==> src/sv/bf_mul.sv <==
// Shared registered unsigned multiplier.
`default_nettype none
module bf_mul (
  input  wire logic        clk,
  input  wire logic [32:0] a,
  input  wire logic [30:0] b,
  output logic      [63:0] p
);

  always_ff @(posedge clk) begin
    p <= 64'(a) * 64'(b);
  end

endmodule
`default_nettype wire

==> config.mk <==
export PLATFORM = sky130hd
export DESIGN_NAME = bf_mul
export DESIGN_NICKNAME = d
export VERILOG_FILES = /design/src/sv/bf_mul.sv
export SDC_FILE = /design/constraint.sdc
export NUM_CORES = 2
export LEC_CHECK = 0
export CAP_MARGIN = 20
export CORE_ASPECT_RATIO = 0.5
export CORE_UTILIZATION = 60
export DETAILED_ROUTE_END_ITERATION = 16
export DONT_BUFFER_PORTS = 1
export GPL_ROUTABILITY_DRIVEN = 0
export HOLD_SLACK_MARGIN = 0.08
export MAX_ROUTING_LAYER = met4
export PLACE_DENSITY_LB_ADDON = 0.3
export SYNTH_ARGS = -nofsm -noshare
export SYNTH_HDL_FRONTEND = slang
export SYNTH_SLANG_ARGS = --single-unit
==> constraint.sdc <==
create_clock -name clk -period 6.45 [get_ports clk]
set_input_delay 0.3225 -clock clk [delete_from_list [all_inputs] [get_ports clk]]
set_output_delay 0.3225 -clock clk [all_outputs]
set_load 0.005 [all_outputs]
==> impl_results.md <==
- # IOs: 129
- Top FF cell, synth: dfxtp_1
- Period utilization: 101.2%
- Critical Path Start Type: primary input
- Num CTS Buffers: 9
- Hold Path Stages: 2
- Grt total ovfl: 0
- Die area: 58030 µm²
- Slew @ Worst Pin: 0.5294 ns
- Post-synth top area cell: fa_1
- Failing checks: setup timing
- Maximum clock rate: 0.1533 GHz
- Crit Path Class: in2reg
- DR vias/cell: 5.656
- Relative slew margins: 64.43%
- Synth top area share: 52.38%
- Largest registers: p (64)
- Number of enable flip-flop cells after synthesis: 0
- Register area share after synthesis: 3.746%
- H-tree depth: 3
- Port bufs: 0
- CP Capture Type: flop
- Initial DRC Count: 2085
- Final setup vio count: 8
- Core area: 55940 µm²
- Hold Slack: 0.2049 ns
- Clock transition at path regs: 0.06 ns
- WL final: 94150 µm
- Die Y: 170.8 µm
- Unrepaired setup endpoints after global routing: true
- Share of cells above drive strength 1: 8.158%
- Crit Path Max Fanout: 31
- Yosys reg bits: 64
- Syn_nets: 4971
- Clock root cell: clkbuf_16
- CP Data Arrival Time: 6.83 ns
- Biggest register: p
- Unique masters post-synth: 65
- Post-route DRC: 0
- Drt first pass iters: 8
- Yosys Warn Count: 0
- Fin area: 36500 µm²
- Max-slew violations: 0
- Hpwl dp: 72360 µm
- Final hold vios: 0
- Max clock buf depth: 2
- Crit path required time: 6.75 ns
- Avg Cell Area, Syn: 9.112 µm²
- Synth Instances: 3754
- Nets@finish: 4926
- Max reg flops: 64
- Die Wd: 339.7 µm
- Initial antenna violation count: 2
- Finished Layout Cells: 4470
- Async S/R FF share, synth: 0%
- Antenna Nets Post-Route: 0
- Drt wl/cell: 21.06 µm
- # diodes: 0
- DP Cell Count: 4445
- Clock Sinks: 64
- Rows: 61
- First-pass GRT wire length: 149500 µm
- DR vias: 25280
- TritonCTS clock tree: built
- DP Area: 35680 µm²
- Max Cap Violations: 0
- P&R area growth vs syn: 6.720%
- Top post-synthesis cells by area: fa_1, inv_1, ha_1
- Largest net degree at the start of global routing: 34
- Vias in the first global route: 27680
- Setup TNS: -0.3830 ns
- Min setup slack post-route: -0.07464 ns
- Hold Path Class: in2reg
- Synthesized cell area: 34210 µm²
- Period minus WS final: 6.525 ns
- Status: finished, violations left
- Initial core utilization: 61.14%
- GR Util All Layers: 34.89%
## cell usage in the layout, fill, tap and decap left out, types with 7 or more instances in the layout
cell type	synthesis	layout
inv_1	892	884
fa_1	895	872
nand2_1	623	619
and2_1	452	443
ha_1	257	236
buf_4	1	146
dfxtp_1	64	64
a21oi_1	68	48
xnor2_1	41	41
nor2_1	35	33
o21ai_0	34	25
fa_2	0	23
xor2_1	21	21
a21o_1	21	21
nand4_1	18	18
ha_4	0	18
o21bai_1	17	16
a21oi_2	2	15
and2_4	0	9
o21ai_1	4	9
clkbuf_16	0	9
inv_2	0	8
nand3_1	11	8
a21oi_4	0	7
## timing repair
item,4_1_cts,5_1_grt
buffers inserted,2,6
hold buffers,2,0
pin swaps,10,49
endpoints found under the hold margin,1,0
resized for setup,18,78
setup endpoints to repair,24,30
## worst max-delay path: stages
cell	delay, ns
and2_4	0.14
fa_1	0.55
fa_1	0.44
fa_1	0.51
inv_1	0.05
fa_1	0.48
inv_1	0.05
fa_1	0.51
inv_2	0.04
fa_1	0.53
inv_1	0.05
fa_1	0.52
inv_1	0.06
fa_1	0.50
inv_2	0.05
ha_4	0.15
buf_6	0.11
a21oi_4	0.14
o21ai_4	0.08
a2111oi_4	0.29
a21oi_2	0.09
a41oi_2	0.31
a31o_4	0.30
o211ai_4	0.16
a31oi_1	0.24
xnor2_1	0.14
## synth_stat cells, drive strengths merged (2+ instances only)
master,number
nor2b,6
o211ai,8
and2,452
a221o,2
inv,892
or2,2
nand2b,3
fa,895
dfxtp,64
a21oi,70
a21boi,3
nor3,6
buf,5
nand2,623
a311oi,2
ha,257
and4,3
xnor2,41
a41oi,3
o31ai,2
o41ai,2
a211oi,4
xor2,21
nor2,35
o22ai,2
a22oi,2
a2111oi,2
nand3,11
a21o,22
o21ai,42
o31a,2
a31oi,8
o21bai,17
clkbuf,204
o21a,7
nand4,18
and3,7
o221ai,2
## kinds of logic after synthesis
group                      after synthesis  share of synthesized area (%)
DFF                                     64                          3.746
adders and majority gates             1152                          61.78
xor gates and xnor gates                62                          1.588
buffers and inverters                 1101                          12.20
and+or+nand+nor                       1167                          16.53
AOI/OAI and AO/OA                      208                          4.155
## worst paths after layout
kind	from	to	slack (ns)
max	a[13]	p[48]$_DFF_P_	-0.07
min	a[1]	p[1]$_DFF_P_	0.20
## through the flow
stage / utilization [%] / setup slack [ns]
after floorplan: - / -0.05645
after global routing: 65.25 / -0.2006
after global placement: 63.78 / -0.4329
after CTS: 64.58 / -0.02859
final: 65.25 / -0.07464
after detailed placement: 63.78 / -0.5880
## layout make-up
cell class / instances / area, µm²
multi-input cells: 2589 / 29420
fillers: 4445 / 19440
inverters: 892 / 3348
flip-flops and latches: 64 / 1281
repair buffers: 153 / 1181
well taps: 756 / 945.9
clock buffers: 10 / 239.0
clock inverters: 6 / 92.59
## metal layers
metal,vias up,GRT usage (%),part of all wire [%]
li1,10710,-,-
met2,1308,56.97,49
met4,0,13.83,4.4
met5,-,-,0
met1,12940,42.66,37
met3,327,7.689,9.6
Power is left out: the tool's default activity adds up to more than one toggle a clock period on the data nets, which glitch-free logic cannot reach.
