===== src/sv/bf_pkg.sv =====
// Shared types, constants and helpers for the flock update core.
`default_nettype none
package bf_pkg;

  localparam int IN_W  = 312;
  localparam int OUT_W = 200;
  localparam int CFG_W = 31;

  localparam logic [2:0] CFG_RADIUS    = 3'd0;
  localparam logic [2:0] CFG_MAX_SPEED = 3'd1;
  localparam logic [2:0] CFG_MAX_FORCE = 3'd2;
  localparam logic [2:0] CFG_W_COH     = 3'd3;
  localparam logic [2:0] CFG_W_ALI     = 3'd4;
  localparam logic [2:0] CFG_W_SEP     = 3'd5;
  localparam logic [2:0] CFG_W_TGT     = 3'd6;
  localparam logic [2:0] CFG_COUNT     = 3'd7;

  localparam logic signed [33:0] SAT_HI = 34'sh0_7FFF_FFFF;
  localparam logic signed [33:0] SAT_LO = 34'sh3_8000_0000;

  typedef enum logic [2:0] {
    VM_NORM  = 3'b001,
    VM_CLAMP = 3'b010,
    VM_TEST  = 3'b100
  } vec_mode_t;

  typedef struct packed {
    logic busy;
    logic done;
  } unit_stat_t;

  typedef struct packed {
    logic signed [31:0] vel_z;
    logic signed [31:0] vel_y;
    logic signed [31:0] vel_x;
    logic signed [31:0] pos_z;
    logic signed [31:0] pos_y;
    logic signed [31:0] pos_x;
  } agent_t;

  function automatic logic [47:0] mag48(input logic signed [47:0] a);
    return a[47] ? 48'(-a) : 48'(a);
  endfunction

  function automatic logic signed [47:0] sgn48(input logic [47:0] m, input logic neg);
    return neg ? -$signed(m) : $signed(m);
  endfunction

  function automatic logic signed [31:0] sat32(input logic signed [33:0] a);
    logic signed [31:0] r;
    if (a > SAT_HI) begin
      r = 32'sh7FFF_FFFF;
    end else if (a < SAT_LO) begin
      r = 32'sh8000_0000;
    end else begin
      r = a[31:0];
    end
    return r;
  endfunction

endpackage
`default_nettype wire


===== src/sv/bf_div.sv =====
// Shared restoring divider, one quotient bit per cycle.
`default_nettype none
module bf_div (
  input  wire logic               clk,
  input  wire logic               rst,
  input  wire logic               start,
  input  wire logic        [63:0] num,
  input  wire logic        [31:0] den,
  output logic             [63:0] quot,
  output bf_pkg::unit_stat_t      stat
);

  logic [31:0] rem;
  logic [31:0] dv;
  logic [6:0]  cnt;
  logic [32:0] sh;

  assign sh = {rem, quot[63]};

  always_ff @(posedge clk) begin
    if (rst) begin
      stat <= '0;
      cnt  <= '0;
    end else if (start) begin
      quot      <= num;
      dv        <= den;
      rem       <= '0;
      cnt       <= 7'd64;
      stat.busy <= 1'b1;
      stat.done <= 1'b0;
    end else if (stat.busy) begin
      if (sh >= {1'b0, dv}) begin
        rem  <= 32'(sh - {1'b0, dv});
        quot <= {quot[62:0], 1'b1};
      end else begin
        rem  <= sh[31:0];
        quot <= {quot[62:0], 1'b0};
      end
      cnt <= cnt - 7'd1;
      if (cnt == 7'd1) begin
        stat.busy <= 1'b0;
        stat.done <= 1'b1;
      end
    end
  end

endmodule
`default_nettype wire


===== config.mk =====
export PLATFORM = sky130hd
export DESIGN_NAME = bf_div
export DESIGN_NICKNAME = d
export VERILOG_FILES = /design/src/sv/bf_pkg.sv /design/src/sv/bf_div.sv
export SDC_FILE = /design/constraint.sdc
export NUM_CORES = 1
export LEC_CHECK = 0
export BUFFER_PORTS_ARGS = -buffer_cell sky130_fd_sc_hd__buf_2
export CAP_MARGIN = 20
export CELL_PAD_IN_SITES_DETAIL_PLACEMENT = 1
export CELL_PAD_IN_SITES_GLOBAL_PLACEMENT = 1
export CORE_MARGIN = 3
export CORE_UTILIZATION = 47
export DETAILED_ROUTE_END_ITERATION = 6
export PLACE_DENSITY_LB_ADDON = 0.3
export SLEW_MARGIN = 20
export SYNTH_ARGS = -nofsm -noshare
export SYNTH_HDL_FRONTEND = slang
export SYNTH_SLANG_ARGS = --single-unit
export TNS_END_PERCENT = 1

===== constraint.sdc =====
create_clock -name clk -period 9.87 [get_ports clk]
set_clock_uncertainty 0.2 [all_clocks]
set_input_delay 0.4935 -clock clk [delete_from_list [all_inputs] [get_ports clk]]
set_output_delay 0.4935 -clock clk [all_outputs]
set_load 0.01 [all_outputs]

==> key figures <==
Final layout
  • Share of layout cells above drive strength 1: 34.6%
  • Final Cell Area: 9140 sq um
  • Most frequent cells in the layout: buf_2, edfxtp_1, mux2_2, nand2_1, a21oi_1
  • Fillers: 1666
  • Final Non-Filler Cells: 1042
  • Commonest non-fill, non-tap cell in the layout: buf_2
  • Nets: 952
  • Layout area overhead: 20.3%
  • Multi-input gate area: 3260 sq um
  • Reg area: 4020 sq um

Clocking
  • Post-CTS Resized: 0
  • Clk sinks: 137
  • CTS Hold Buffers Added: 0
  • Buffer levels on the longest clock path: 2
  • CTS buffer count: 17
  • Clock transition at path regs: 0.07 ns
  • Clk Latency, worst-skew pair: 0.43 ns
  • H-tree Lvls: 4
  • CTS tree: done
  • CTS root buf: clkbuf_16
  • Post-CTS Setup Repair Bufs: 0

Yosys
  • Syn Inst Count: 662
  • Post-Synth XOR/XNOR Area: 2.77%
  • Synth Area in Compound Gates: 12.2%
  • Yosys top cell area share: 50.6%
  • Post-synthesis adder-cell area fraction: 5.87%
  • Ys flop type: edfxtp_1
  • Post-synthesis cell area: 7590 sq um
  • Ranking of synthesized cells by area: edfxtp_1, mux2_2, ha_1
  • Synth Net Count: 796
  • Multiplexer share of the synthesized area: 9.77%
  • Avg Cell Area, Syn: 11.5 sq um
  • Yosys cell types: 67
  • Largest area contributor in the netlist: edfxtp_1
  • EDFF count, synth: 128
  • Largest family of logic cells by synthesized area: compound AO/OA/AOI/OAI gates
  • Simple-Gate Fraction of Synth Area: 12.1%
  • Post-synth ARST share: 0%
  • Synthesized flop and latch total: 137
  • Synth warn: 0
  • Seq/Total Area, Yosys: 53.0%

Global route
  • GRT Total Usage: 25.9%
  • GRT overflow: 0
  • First-pass GRT wire length: 36.0 mm
  • Number of global-route vias before repair: 6629
  • Initial antenna violation count: 2
  • Largest net degree at the start of global routing: 57

Critical path
  • RR Startpoint: rem[23]
  • Worst R2R Path Depth: 9
  • CP Data Required Time: 9.80 ns
  • Reg2reg setup slack: 6.09 ns
  • RR Endpoint: rem[28]
  • WP data arrival: 3.71 ns
  • Startpoint types: flip-flop
  • Crit. End Element: flip-flop
  • Crit-path max FO: 38
  • Setup crit start: rem[23]
  • Critical path class: flip-flop to flip-flop

Power
  • Int Power: 0.00123 W
  • Sw Ratio: 30.0%
  • Pleak: 3.72 nW
  • Total Power: 0.00176 W
  • Worst VDD drop: 0.000131 V
  • PD cells: 192 nW/um^2
  • Comb power frac: 22.1%
  • Reported net switching power: 0.000527 W
  • Clock power share: 37.0%
  • Flop pwr share: 40.9%

Worst hold path
  • Worst Hold Path EP: dv[26]
  • Min-delay src: den[26]
  • Hold Crit Class: input port to flip-flop
  • Hold depth: 1

Detailed routing
  • WL/cell: 21.4 um
  • 1st-pass router iterations: 4
  • Routed via count: 5932
  • Post-route ant nets: 0
  • Initial DRC count: 275
  • DRC viols: 0
  • Routed WL: 22.3 mm
  • Vias per cell: 5.69

Die
  • Die area: 17700 sq um
  • Core area: 15500 sq um
  • DIE WIDTH: 133 um
  • Die height: 133 um
  • # IOs: 165
  • Num rows: 45
  • Initial Util: 49.0%

STA
  • Max-slew violations: 0
  • Final hold viol count: 0
  • Slew headroom: 44.3%
  • Fmax: 265 MHz
  • Final period utilization: 38.3%
  • Fin crit period: 3.78 ns
  • Hold WS: 0.0399 ns
  • Worst-Margin Slew: 0.833 ns
  • RSZ-0062 raised after global routing: false
  • Setup TNS: 0 ns
  • Final setup violation count: 0

Placement
  • IO Port Bufs: 164
  • DP Area: 8550 sq um
  • Post-DP HPWL: 15.4 mm
  • RePlAce Congestion: 0.860
  • Placed Cells incl. Taps: 1010

Run
  • Max_cap viols: 0

Outcome
  • Status: complete, no violations
==> state kept, by name, indices dropped and copies added, names as in the netlist <==
signal,cells
cnt,7
dv,32
quot,64
rem,32
stat,2
==> worst max-delay path by stage <==
stage	endpoint	slack, ns
after floorplan	quot[0]	3.96
after global placement	rem[19]	6.27
after detailed placement	rem[23]	6.16
after CTS	rem[23]	6.07
after global routing	rem[28]	5.82
final	rem[28]	6.09
==> worst max-delay path: stages, from the launching register on <==
cell	delay (ns)
edfxtp_1	0.42
ha_1	0.40
and3_1	0.23
and2_1	0.16
a221o_1	0.36
or3b_4	0.39
o211ai_2	0.22
nand2_2	0.52
or2b_1	0.44
o32ai_1	0.14
==> cells by family (layout without fill, tap and decap cells) <==
logic type	Yosys count	in the layout
compound gates	141	141
buf+inv	71	239
flops	137	137
mux	66	66
xor+xnor	24	24
other cells	0	1
simple gates	188	188
fa+ha+maj	35	35
==> routing by layer <==
| layer | track usage [%] | routed length (um) | up-vias |
|---|---|---|---|
| li1 | - | - | 2761 |
| met1 | 28.8 | 8600 | 2937 |
| met2 | 46.3 | 11400 | 191 |
| met3 | 9.63 | 1770 | 39 |
| met4 | 7.66 | 524 | 4 |
| met5 | 0 | 21 | - |
==> metrics by stage <==
step / worst slack [ns] / utilization (%)
6_report: 6.09 / 59.0
5_1_grt: 5.82 / 59.0
3_5_place_dp: 6.16 / 55.2
4_1_cts: 6.07 / 59.0
2_1_floorplan: 3.96 / -
3_3_place_gp: 6.27 / 55.2
==> synth_stat cells (2+ instances only) <==
cell	number
o22ai_1	3
nand2_1	65
or3b_1	3
a211oi_2	2
a211oi_1	13
a21o_1	7
nor2b_1	7
buf_2	4
dfxtp_1	9
xnor2_1	15
o21ai_0	20
mux2_2	65
nor4b_1	2
xor2_1	9
nor2_1	40
edfxtp_1	128
nand3b_1	5
o21bai_1	4
o31a_1	2
nand4_1	6
a41o_1	2
o221ai_1	5
clkbuf_1	21
a21oi_1	51
or2_2	5
o31ai_1	5
and2_1	2
nand2b_1	10
nor3_1	17
inv_1	40
ha_1	34
o21a_1	5
buf_6	3
nand3_1	11
or3_2	2
a31oi_1	5
and3_1	5
==> final cells by class <==
class / instances / share of cell area (%)
Multi-Input combinational cell: 454 / 35.6
Clock buffer: 17 / 4.66
Antenna cell: 1 / 0.0274
Inverter: 40 / 1.64
Tap cell: 211 / 2.89
Sequential cell: 137 / 44.0
Timing Repair Buffer: 168 / 9.34
Clock inverter: 14 / 1.75
==> power groups by stage <==
stage               Combinational [W]  Clock (W)  Sequential, W
finish                       0.000389   0.000650       0.000719
global route                 0.000430   0.000687       0.000724
CTS                          0.000390   0.000659       0.000719
floorplan                    0.000267          0       0.000734
detailed placement           0.000380          0       0.000729
global placement             0.000361          0       0.000726
(Power assumes the default switching activity.)
