==> src/sv/bf_pkg.sv <==
// Shared types, constants and helpers for the flock update core.
`default_nettype none
package bf_pkg;

  localparam int IN_W  = 312;
  localparam int OUT_W = 200;
  localparam int CFG_W = 31;

  localparam logic [2:0] CFG_RADIUS    = 3'd0;
  localparam logic [2:0] CFG_MAX_SPEED = 3'd1;
  localparam logic [2:0] CFG_MAX_FORCE = 3'd2;
  localparam logic [2:0] CFG_W_COH     = 3'd3;
  localparam logic [2:0] CFG_W_ALI     = 3'd4;
  localparam logic [2:0] CFG_W_SEP     = 3'd5;
  localparam logic [2:0] CFG_W_TGT     = 3'd6;
  localparam logic [2:0] CFG_COUNT     = 3'd7;

  localparam logic signed [33:0] SAT_HI = 34'sh0_7FFF_FFFF;
  localparam logic signed [33:0] SAT_LO = 34'sh3_8000_0000;

  typedef enum logic [2:0] {
    VM_NORM  = 3'b001,
    VM_CLAMP = 3'b010,
    VM_TEST  = 3'b100
  } vec_mode_t;

  typedef struct packed {
    logic busy;
    logic done;
  } unit_stat_t;

  typedef struct packed {
    logic signed [31:0] vel_z;
    logic signed [31:0] vel_y;
    logic signed [31:0] vel_x;
    logic signed [31:0] pos_z;
    logic signed [31:0] pos_y;
    logic signed [31:0] pos_x;
  } agent_t;

  function automatic logic [47:0] mag48(input logic signed [47:0] a);
    return a[47] ? 48'(-a) : 48'(a);
  endfunction

  function automatic logic signed [47:0] sgn48(input logic [47:0] m, input logic neg);
    return neg ? -$signed(m) : $signed(m);
  endfunction

  function automatic logic signed [31:0] sat32(input logic signed [33:0] a);
    logic signed [31:0] r;
    if (a > SAT_HI) begin
      r = 32'sh7FFF_FFFF;
    end else if (a < SAT_LO) begin
      r = 32'sh8000_0000;
    end else begin
      r = a[31:0];
    end
    return r;
  endfunction

endpackage
`default_nettype wire

==> src/sv/bf_sqrt.sv <==
// Shared integer square root, one result bit per cycle.
`default_nettype none
module bf_sqrt (
  input  wire logic               clk,
  input  wire logic               rst,
  input  wire logic               start,
  input  wire logic        [63:0] x,
  output logic             [31:0] root,
  output bf_pkg::unit_stat_t      stat
);

  logic [63:0] rn;
  logic [63:0] rr;
  logic [63:0] bt;
  logic [63:0] trial;

  assign trial = rr + bt;
  assign root  = rr[31:0];

  always_ff @(posedge clk) begin
    if (rst) begin
      stat <= '0;
    end else if (start) begin
      rn        <= x;
      rr        <= '0;
      bt        <= 64'h4000_0000_0000_0000;
      stat.busy <= 1'b1;
      stat.done <= 1'b0;
    end else if (stat.busy) begin
      if (rn >= trial) begin
        rn <= rn - trial;
        rr <= (rr >> 1) + bt;
      end else begin
        rr <= rr >> 1;
      end
      bt <= bt >> 2;
      if (bt == 64'd1) begin
        stat.busy <= 1'b0;
        stat.done <= 1'b1;
      end
    end
  end

endmodule
`default_nettype wire

==> config.mk <==
export PLATFORM = sky130hd
export DESIGN_NAME = bf_sqrt
export DESIGN_NICKNAME = d
export VERILOG_FILES = /design/src/sv/bf_pkg.sv /design/src/sv/bf_sqrt.sv
export SDC_FILE = /design/constraint.sdc
export NUM_CORES = 1
export LEC_CHECK = 0
export BUFFER_PORTS_ARGS = -buffer_cell sky130_fd_sc_hd__buf_4
export CORE_UTILIZATION = 55
export DETAILED_ROUTE_END_ITERATION = 16
export GPL_TIMING_DRIVEN = 0
export PLACE_DENSITY = 0.84
export SLEW_MARGIN = 20
export SYNTH_ARGS = -nofsm -noshare
export SYNTH_HDL_FRONTEND = slang
export SYNTH_SLANG_ARGS = --single-unit
==> constraint.sdc <==
create_clock -name clk -period 9.64 [get_ports clk]
set_input_delay 0.482 -clock clk [delete_from_list [all_inputs] [get_ports clk]]
set_output_delay 0.482 -clock clk [all_outputs]
set_load 0.01 [all_outputs]
==> impl_metrics.ini, run 1 <==
[finish]
n_antenna_cell = 0
drive_gt1_share_pct = 11.1
finalNonFillerCells = 2333
syn2layout_area_growth_pct = 12.1
fin_nets = 2147

[floorplan]
rows = 60
dieArea_um2 = 28700
ios = 101
fp.dieW_um = 170
start_util_pct = 56.7
core_um2 = 27300
die_height_um = 170

[setup_path]
worst-path-buf-inv = 4
cp_top_family = compound AO/OA/AOI/OAI gates
cp-start-kind = flop
required_ns = 9.92
slowest_delay_ns = 0.55
cp_slowest_cell = edfxtp_1
endpoint_kind = flop
cp_max_fo = 10
cpMostUsedCell = a21oi_1
critPathKind = flop to flop
r2r_slack_ns = 2.61
cp.arrival_ns = 7.32

[flow_run]
maxCapViolCount = 0

[synthesis]
synth_compound_area_share_pct = 24.7
netlist_area_um2 = 15400
synth_top_area_cell = edfxtp_1
synth_top_flop_cell = edfxtp_1
synth.distinct_cells = 80
synthXorXnorAreaFrac_pct = 9.36
synth.yosys.seq_area_share_pct = 31.4
muxShareOfSynthArea_pct = 0.430
yosys.area.top_type_share_pct = 31.1
avgSynthCellArea_um2 = 8.45
synth_top_family_by_area = compound AO/OA/AOI/OAI gates
synth-seq-cells = 162
yosys.area_share.simple_pct = 18.9
ys_warn_count = 0
synth_fa_ha_area_share_pct = 10.7
synthCells = 1827
async_flop_share_pct = 0
synth_edf_count = 160
synth.net_count = 2025
yosys-top-cells-area = edfxtp_1 (31%), ha_1 (11%), nand2_1 (5.4%), o21ai_0 (5.2%), xor2_1 (5.0%)

[place]
place_congestion = 0.962
numPortBuffers = 100
placed_cells = 2302
dpl.hpwl_um = 36600

[timing]
clock.fmax_mhz = 142
fin_worst_skew_ns = 0.0150
finalCritPeriodShare_pct = 73.0
rsz0062_at_grt = false
drv_slew = 0
worst_pin_slew_ns = 1.10
slew_headroom_pct = 26.9
finalSetupViolCount = 0
min_period_ns = 7.03
hold_violations = 0

[cts]
cts.sinks = 162
hold_buffers = 0
cts_max_level = 4
clockRootBuffer = clkbuf_16
cts_made_buffers = 17
clockBufferDepth = 2
clkTransAtPathRegs_ns = 0.07
clkLatencyLatePin_ns = 0.45
ctsResizeCount = 0
cts_setup_buffers = 0
cts_tree = done

[power]
ir_drop_mv = 0.126
p_leak_nw = 6.67
p_per_area_nw_per_um2 = 188
finalPower_mw = 3.25

[global_routing]
overflow = 0
grt_pass1_vias = 13600
grt_max_degree = 66
antenna_found_initial = 0
grt_pass1_wl_um = 73700
grt.total_usage_pct = 33.0

[route]
drt_iter0_drc = 2007
routed_wl_um = 47200
wl_per_cell_um = 20.2
vias_per_cell = 6.32
ant_nets = 0
drc = 0
dr.pass1.iters = 8
vias = 14700

[outcome]
status = finished clean

[min_path]
min_path_type = primary input to flop
metal layers:
metal / GRT usage (%) / vias to the layer above / routed length [um]
met5: 0 / - / 0
li1: - / 7052 / -
met1: 48.6 / 6813 / 21100
met2: 49.2 / 777 / 20400
met3: 4.64 / 91 / 4430
met4: 11.7 / 0 / 1290
report_power, final:
group	internal, mW	switching, mW
clock	0.359	0.317
sequential	0.900	0.0875
combinational	0.615	0.973
kinds of logic (layout without fill, tap and decap cells):
logic type                 count (synthesis)  in the layout
AOI/OAI and AO/OA                        598            598
adders and majority gates                131            131
DFF                                      162            162
xor gates and xnor gates                 165            165
buffers and inverters                    150            284
muxes                                      6              6
and+or+nand+nor                          615            615
flip-flops by register name, indices dropped and copies added (netlist names):
| signal | flops |
|---|---|
| bt | 32 |
| rn | 64 |
| rr | 64 |
| stat | 2 |
worst reg2reg max path, stage by stage, from the launching register on:
cell      delay [ns]
edfxtp_1        0.55
ha_1            0.45
nand4_1         0.18
o21ai_1         0.20
a21oi_2         0.08
or4_4           0.53
a211oi_4        0.29
a21oi_2         0.15
o41ai_4         0.46
and2_4          0.26
nor2_1          0.06
xor2_1          0.26
ha_1            0.29
clkbuf_1        0.18
a21oi_1         0.25
o21ai_0         0.20
a21oi_1         0.18
o21ai_0         0.10
a221oi_1        0.29
o41ai_1         0.14
a21oi_1         0.28
clkbuf_1        0.50
buf_2           0.39
buf_2           0.34
nand2_1         0.11
a21oi_1         0.17
layout by cell type (no fill, tap or decap), types with 6 or more instances in the layout:
cell type  count
ha_1         130
and2_1        11
nor2b_1       45
nand2_1      223
and4_1         7
or3_1         16
a21boi_0      10
o21ai_0      159
a21o_1        43
or2_2          7
a22o_1         6
xor2_1        89
inv_1         36
nand3_1       25
nor3_1        32
a211oi_1      28
xnor2_1       76
o21bai_1      32
nor4_1        13
a31o_2        20
nand4_1       54
buf_4        132
edfxtp_1     160
clkbuf_1      73
a21oi_1      149
buf_2          6
clkbuf_16     17
and3_1        23
nor2_1       137
o31ai_1       18
a31oi_1       53
o21a_1        10
stage by stage:
step                TNS, ns  utilization [%]  hold slack [ns]  setup WS [ns]  instance area, um2
floorplan                 0                -            0.522           2.01               15400
global placement     -27.64             61.1            0.496         -0.436               16700
detailed placement        0             61.4            0.506           2.78               16700
CTS                       0             63.5            0.195           2.73               17300
global route              0             63.5            0.202           2.19               17300
finish                    0             63.5            0.199           2.61               17300
worst paths after layout:
path                        startpoint                   end  cells after the start
setup / recovery  rr[10]$_SDFFCE_PP0P_  rr[36]$_SDFFCE_PP0P_                     25
hold / removal                     rst  stat[0]$_SDFFE_PP0P_                      2
setup reg to reg  rr[10]$_SDFFCE_PP0P_  rr[36]$_SDFFCE_PP0P_                     25
hold reg to reg   stat[0]$_SDFFE_PP0P_  stat[0]$_SDFFE_PP0P_                      2
Yosys cell counts (18+ instances only):
| cell | count |
|---|---|
| xor2_1 | 89 |
| nand3_1 | 25 |
| o21bai_1 | 32 |
| a31oi_1 | 53 |
| inv_1 | 37 |
| buf_4 | 32 |
| o21ai_0 | 159 |
| edfxtp_1 | 160 |
| xnor2_1 | 76 |
| nand2_1 | 223 |
| a21o_1 | 43 |
| clkbuf_1 | 72 |
| nor2b_1 | 45 |
| a31o_2 | 20 |
| and3_1 | 23 |
| nor3_1 | 32 |
| nor2_1 | 138 |
| a21oi_1 | 149 |
| nand4_1 | 54 |
| ha_1 | 130 |
| a211oi_1 | 28 |
| o31ai_1 | 18 |
final cells by class:
type                            instances  area, um2
Buffer                                113        553
Clock buffer                           18        429
Clock inverter                         13        128
Fill cell                            2375       9950
Inverter                               37        144
Multi-Input combinational cell       1515       9910
Sequential cell                       162       4840
Tap cell                              372        465
Timing Repair Buffer                  103        826
Note: power is estimated with default switching activity, not from simulation.
==> inputs of run 2 (changes only) <==
- clock period: 9.64 -> 7 ns (I/O delays scaled with it)
==> impl_metrics.ini, run 2 (synthesis results as in run 1) <==
[outcome]
status = finished clean

[setup_path]
required_ns = 7.29
endpoint_kind = flop
slowest_delay_ns = 0.57
cp_max_fo = 10
r2r-end = rr[36]$_SDFFCE_PP0P_
cp-start-kind = flop
critPathKind = flop to flop
reg2reg_depth = 25
cpMostUsedCell = a21oi_1
r2r_slack_ns = 0.28
cp.arrival_ns = 7.01
cp_slowest_cell = edfxtp_1
endpoint = rr[36]$_SDFFCE_PP0P_
r2r-start = rr[10]$_SDFFCE_PP0P_
crit_start = rr[10]$_SDFFCE_PP0P_

[power]
p_per_area_nw_per_um2 = 260
finalPower_mw = 4.52
p_leak_nw = 6.72
ir_drop_mv = 0.179

[floorplan]
fp.dieW_um = 170
start_util_pct = 56.7
rows = 60
ios = 101
dieArea_um2 = 28700
core_um2 = 27300
die_height_um = 170

[flow_run]
maxCapViolCount = 0

[route]
vias_per_cell = 6.42
ant_nets = 0
wl_per_cell_um = 19.9
vias = 15000
drt_iter0_drc = 2050
dr.pass1.iters = 7
routed_wl_um = 46600
drc = 0

[place]
numPortBuffers = 100
place_congestion = 0.978
dpl.hpwl_um = 35800
place_area_um2 = 16700
placed_cells = 2302

[finish]
fin_nets = 2149
reg_top3 = rn (64), rr (64), bt (32)
finalNonFillerCells = 2336
fill_cells = 2309
drive_gt1_share_pct = 11.4
syn2layout_area_growth_pct = 12.6
design_area_um2 = 17400
final_common_cell = nand2_1
final_cell_mix = nand2_1 (223), edfxtp_1 (160), o21ai_0 (159), a21oi_1 (149), nor2_1 (137)
n_antenna_cell = 0

[timing]
slew_headroom_pct = 19.7
drv_slew = 0
finalCritPeriodShare_pct = 96.0
min_period_ns = 6.72
hold_violations = 0
fin_tns_setup_ns = 0
worst_pin_slew_ns = 1.20
fin_worst_skew_ns = 0.0181
holdWs_ns = 0.0696
finalSetupViolCount = 0
clock.fmax_mhz = 149

[global_routing]
overflow = 0
grt.total_usage_pct = 32.3
grt_max_degree = 75
grt_pass1_wl_um = 72400
antenna_found_initial = 0
grt_pass1_vias = 13700

[cts]
clkLatencyLatePin_ns = 0.45
cts_tree = done
cts.sinks = 162
cts_made_buffers = 17
clkTransAtPathRegs_ns = 0.09
clockBufferDepth = 2
clockRootBuffer = clkbuf_16
hold_buffers = 0
cts_max_level = 4

[min_path]
min_path_type = primary input to flop
## run 2: routing by layer
layer / global-route usage, % / vias up / part of all wire [%]
li1: - / 7055 / -
met1: 46.2 / 7043 / 43
met2: 49.8 / 811 / 44
met3: 4.38 / 83 / 9.6
met4: 11.5 / 0 / 2.9
met5: 0 / - / 0
## run 2: worst max-delay path: cells and delay by family, from the launching register on
kind / cells / cell delay (ns)
buffers and inverters: 4 / 1.23
AO/OA/AOI/OAI: 13 / 2.70
flip-flops: 1 / 0.57
XOR/XNOR: 1 / 0.19
adder cells (fa/ha/maj): 2 / 0.71
AND/OR/NAND/NOR: 5 / 1.13
## run 2: worst min path at each step
stage                         startpoint                   end  slack (ns)  depth (start not counted)
finish                               rst  stat[0]$_SDFFE_PP0P_        0.07                          2
global route                         rst  stat[0]$_SDFFE_PP0P_        0.07                          2
CTS                                  rst  stat[0]$_SDFFE_PP0P_        0.07                          2
detailed placement  stat[0]$_SDFFE_PP0P_  stat[0]$_SDFFE_PP0P_        0.50                          2
global placement    stat[0]$_SDFFE_PP0P_  stat[0]$_SDFFE_PP0P_        0.50                          2
floorplan                            rst  stat[0]$_SDFFE_PP0P_        0.43                          1
## run 2: area by class of cell
class | instances | area, um2 | area share, %
Timing Repair Buffer | 105 | 866 | 4.98
Tap cell | 372 | 465 | 2.68
Multi-Input combinational cell | 1515 | 9910 | 57.0
Buffer | 113 | 556 | 3.20
Inverter | 37 | 144 | 0.828
Clock buffer | 18 | 429 | 2.47
Clock inverter | 14 | 163 | 0.936
Sequential cell | 162 | 4840 | 27.9
## run 2: timing repair
item / CTS / global route
buffers inserted: 0 / 2
resized for setup: 0 / 6
setup endpoints to repair: 0 / 86
## run 2: stage by stage
step | worst slack (ns) | util (%)
floorplan | 0.440 | -
finish | 0.282 | 63.8
global route | -0.0168 | 63.8
detailed placement | 0.150 | 61.4
global placement | -1.48 | 61.1
CTS | 0.118 | 63.6
## run 2: where the power goes
group | internal (mW) | total [mW] | switching, mW | leakage, nW
Clock | 0.481 | 0.958 | 0.477 | 0.288
Combinational | 0.855 | 2.21 | 1.35 | 4.87
Sequential | 1.24 | 1.36 | 0.120 | 1.56
Total | 2.57 | 4.52 | 1.95 | 6.72
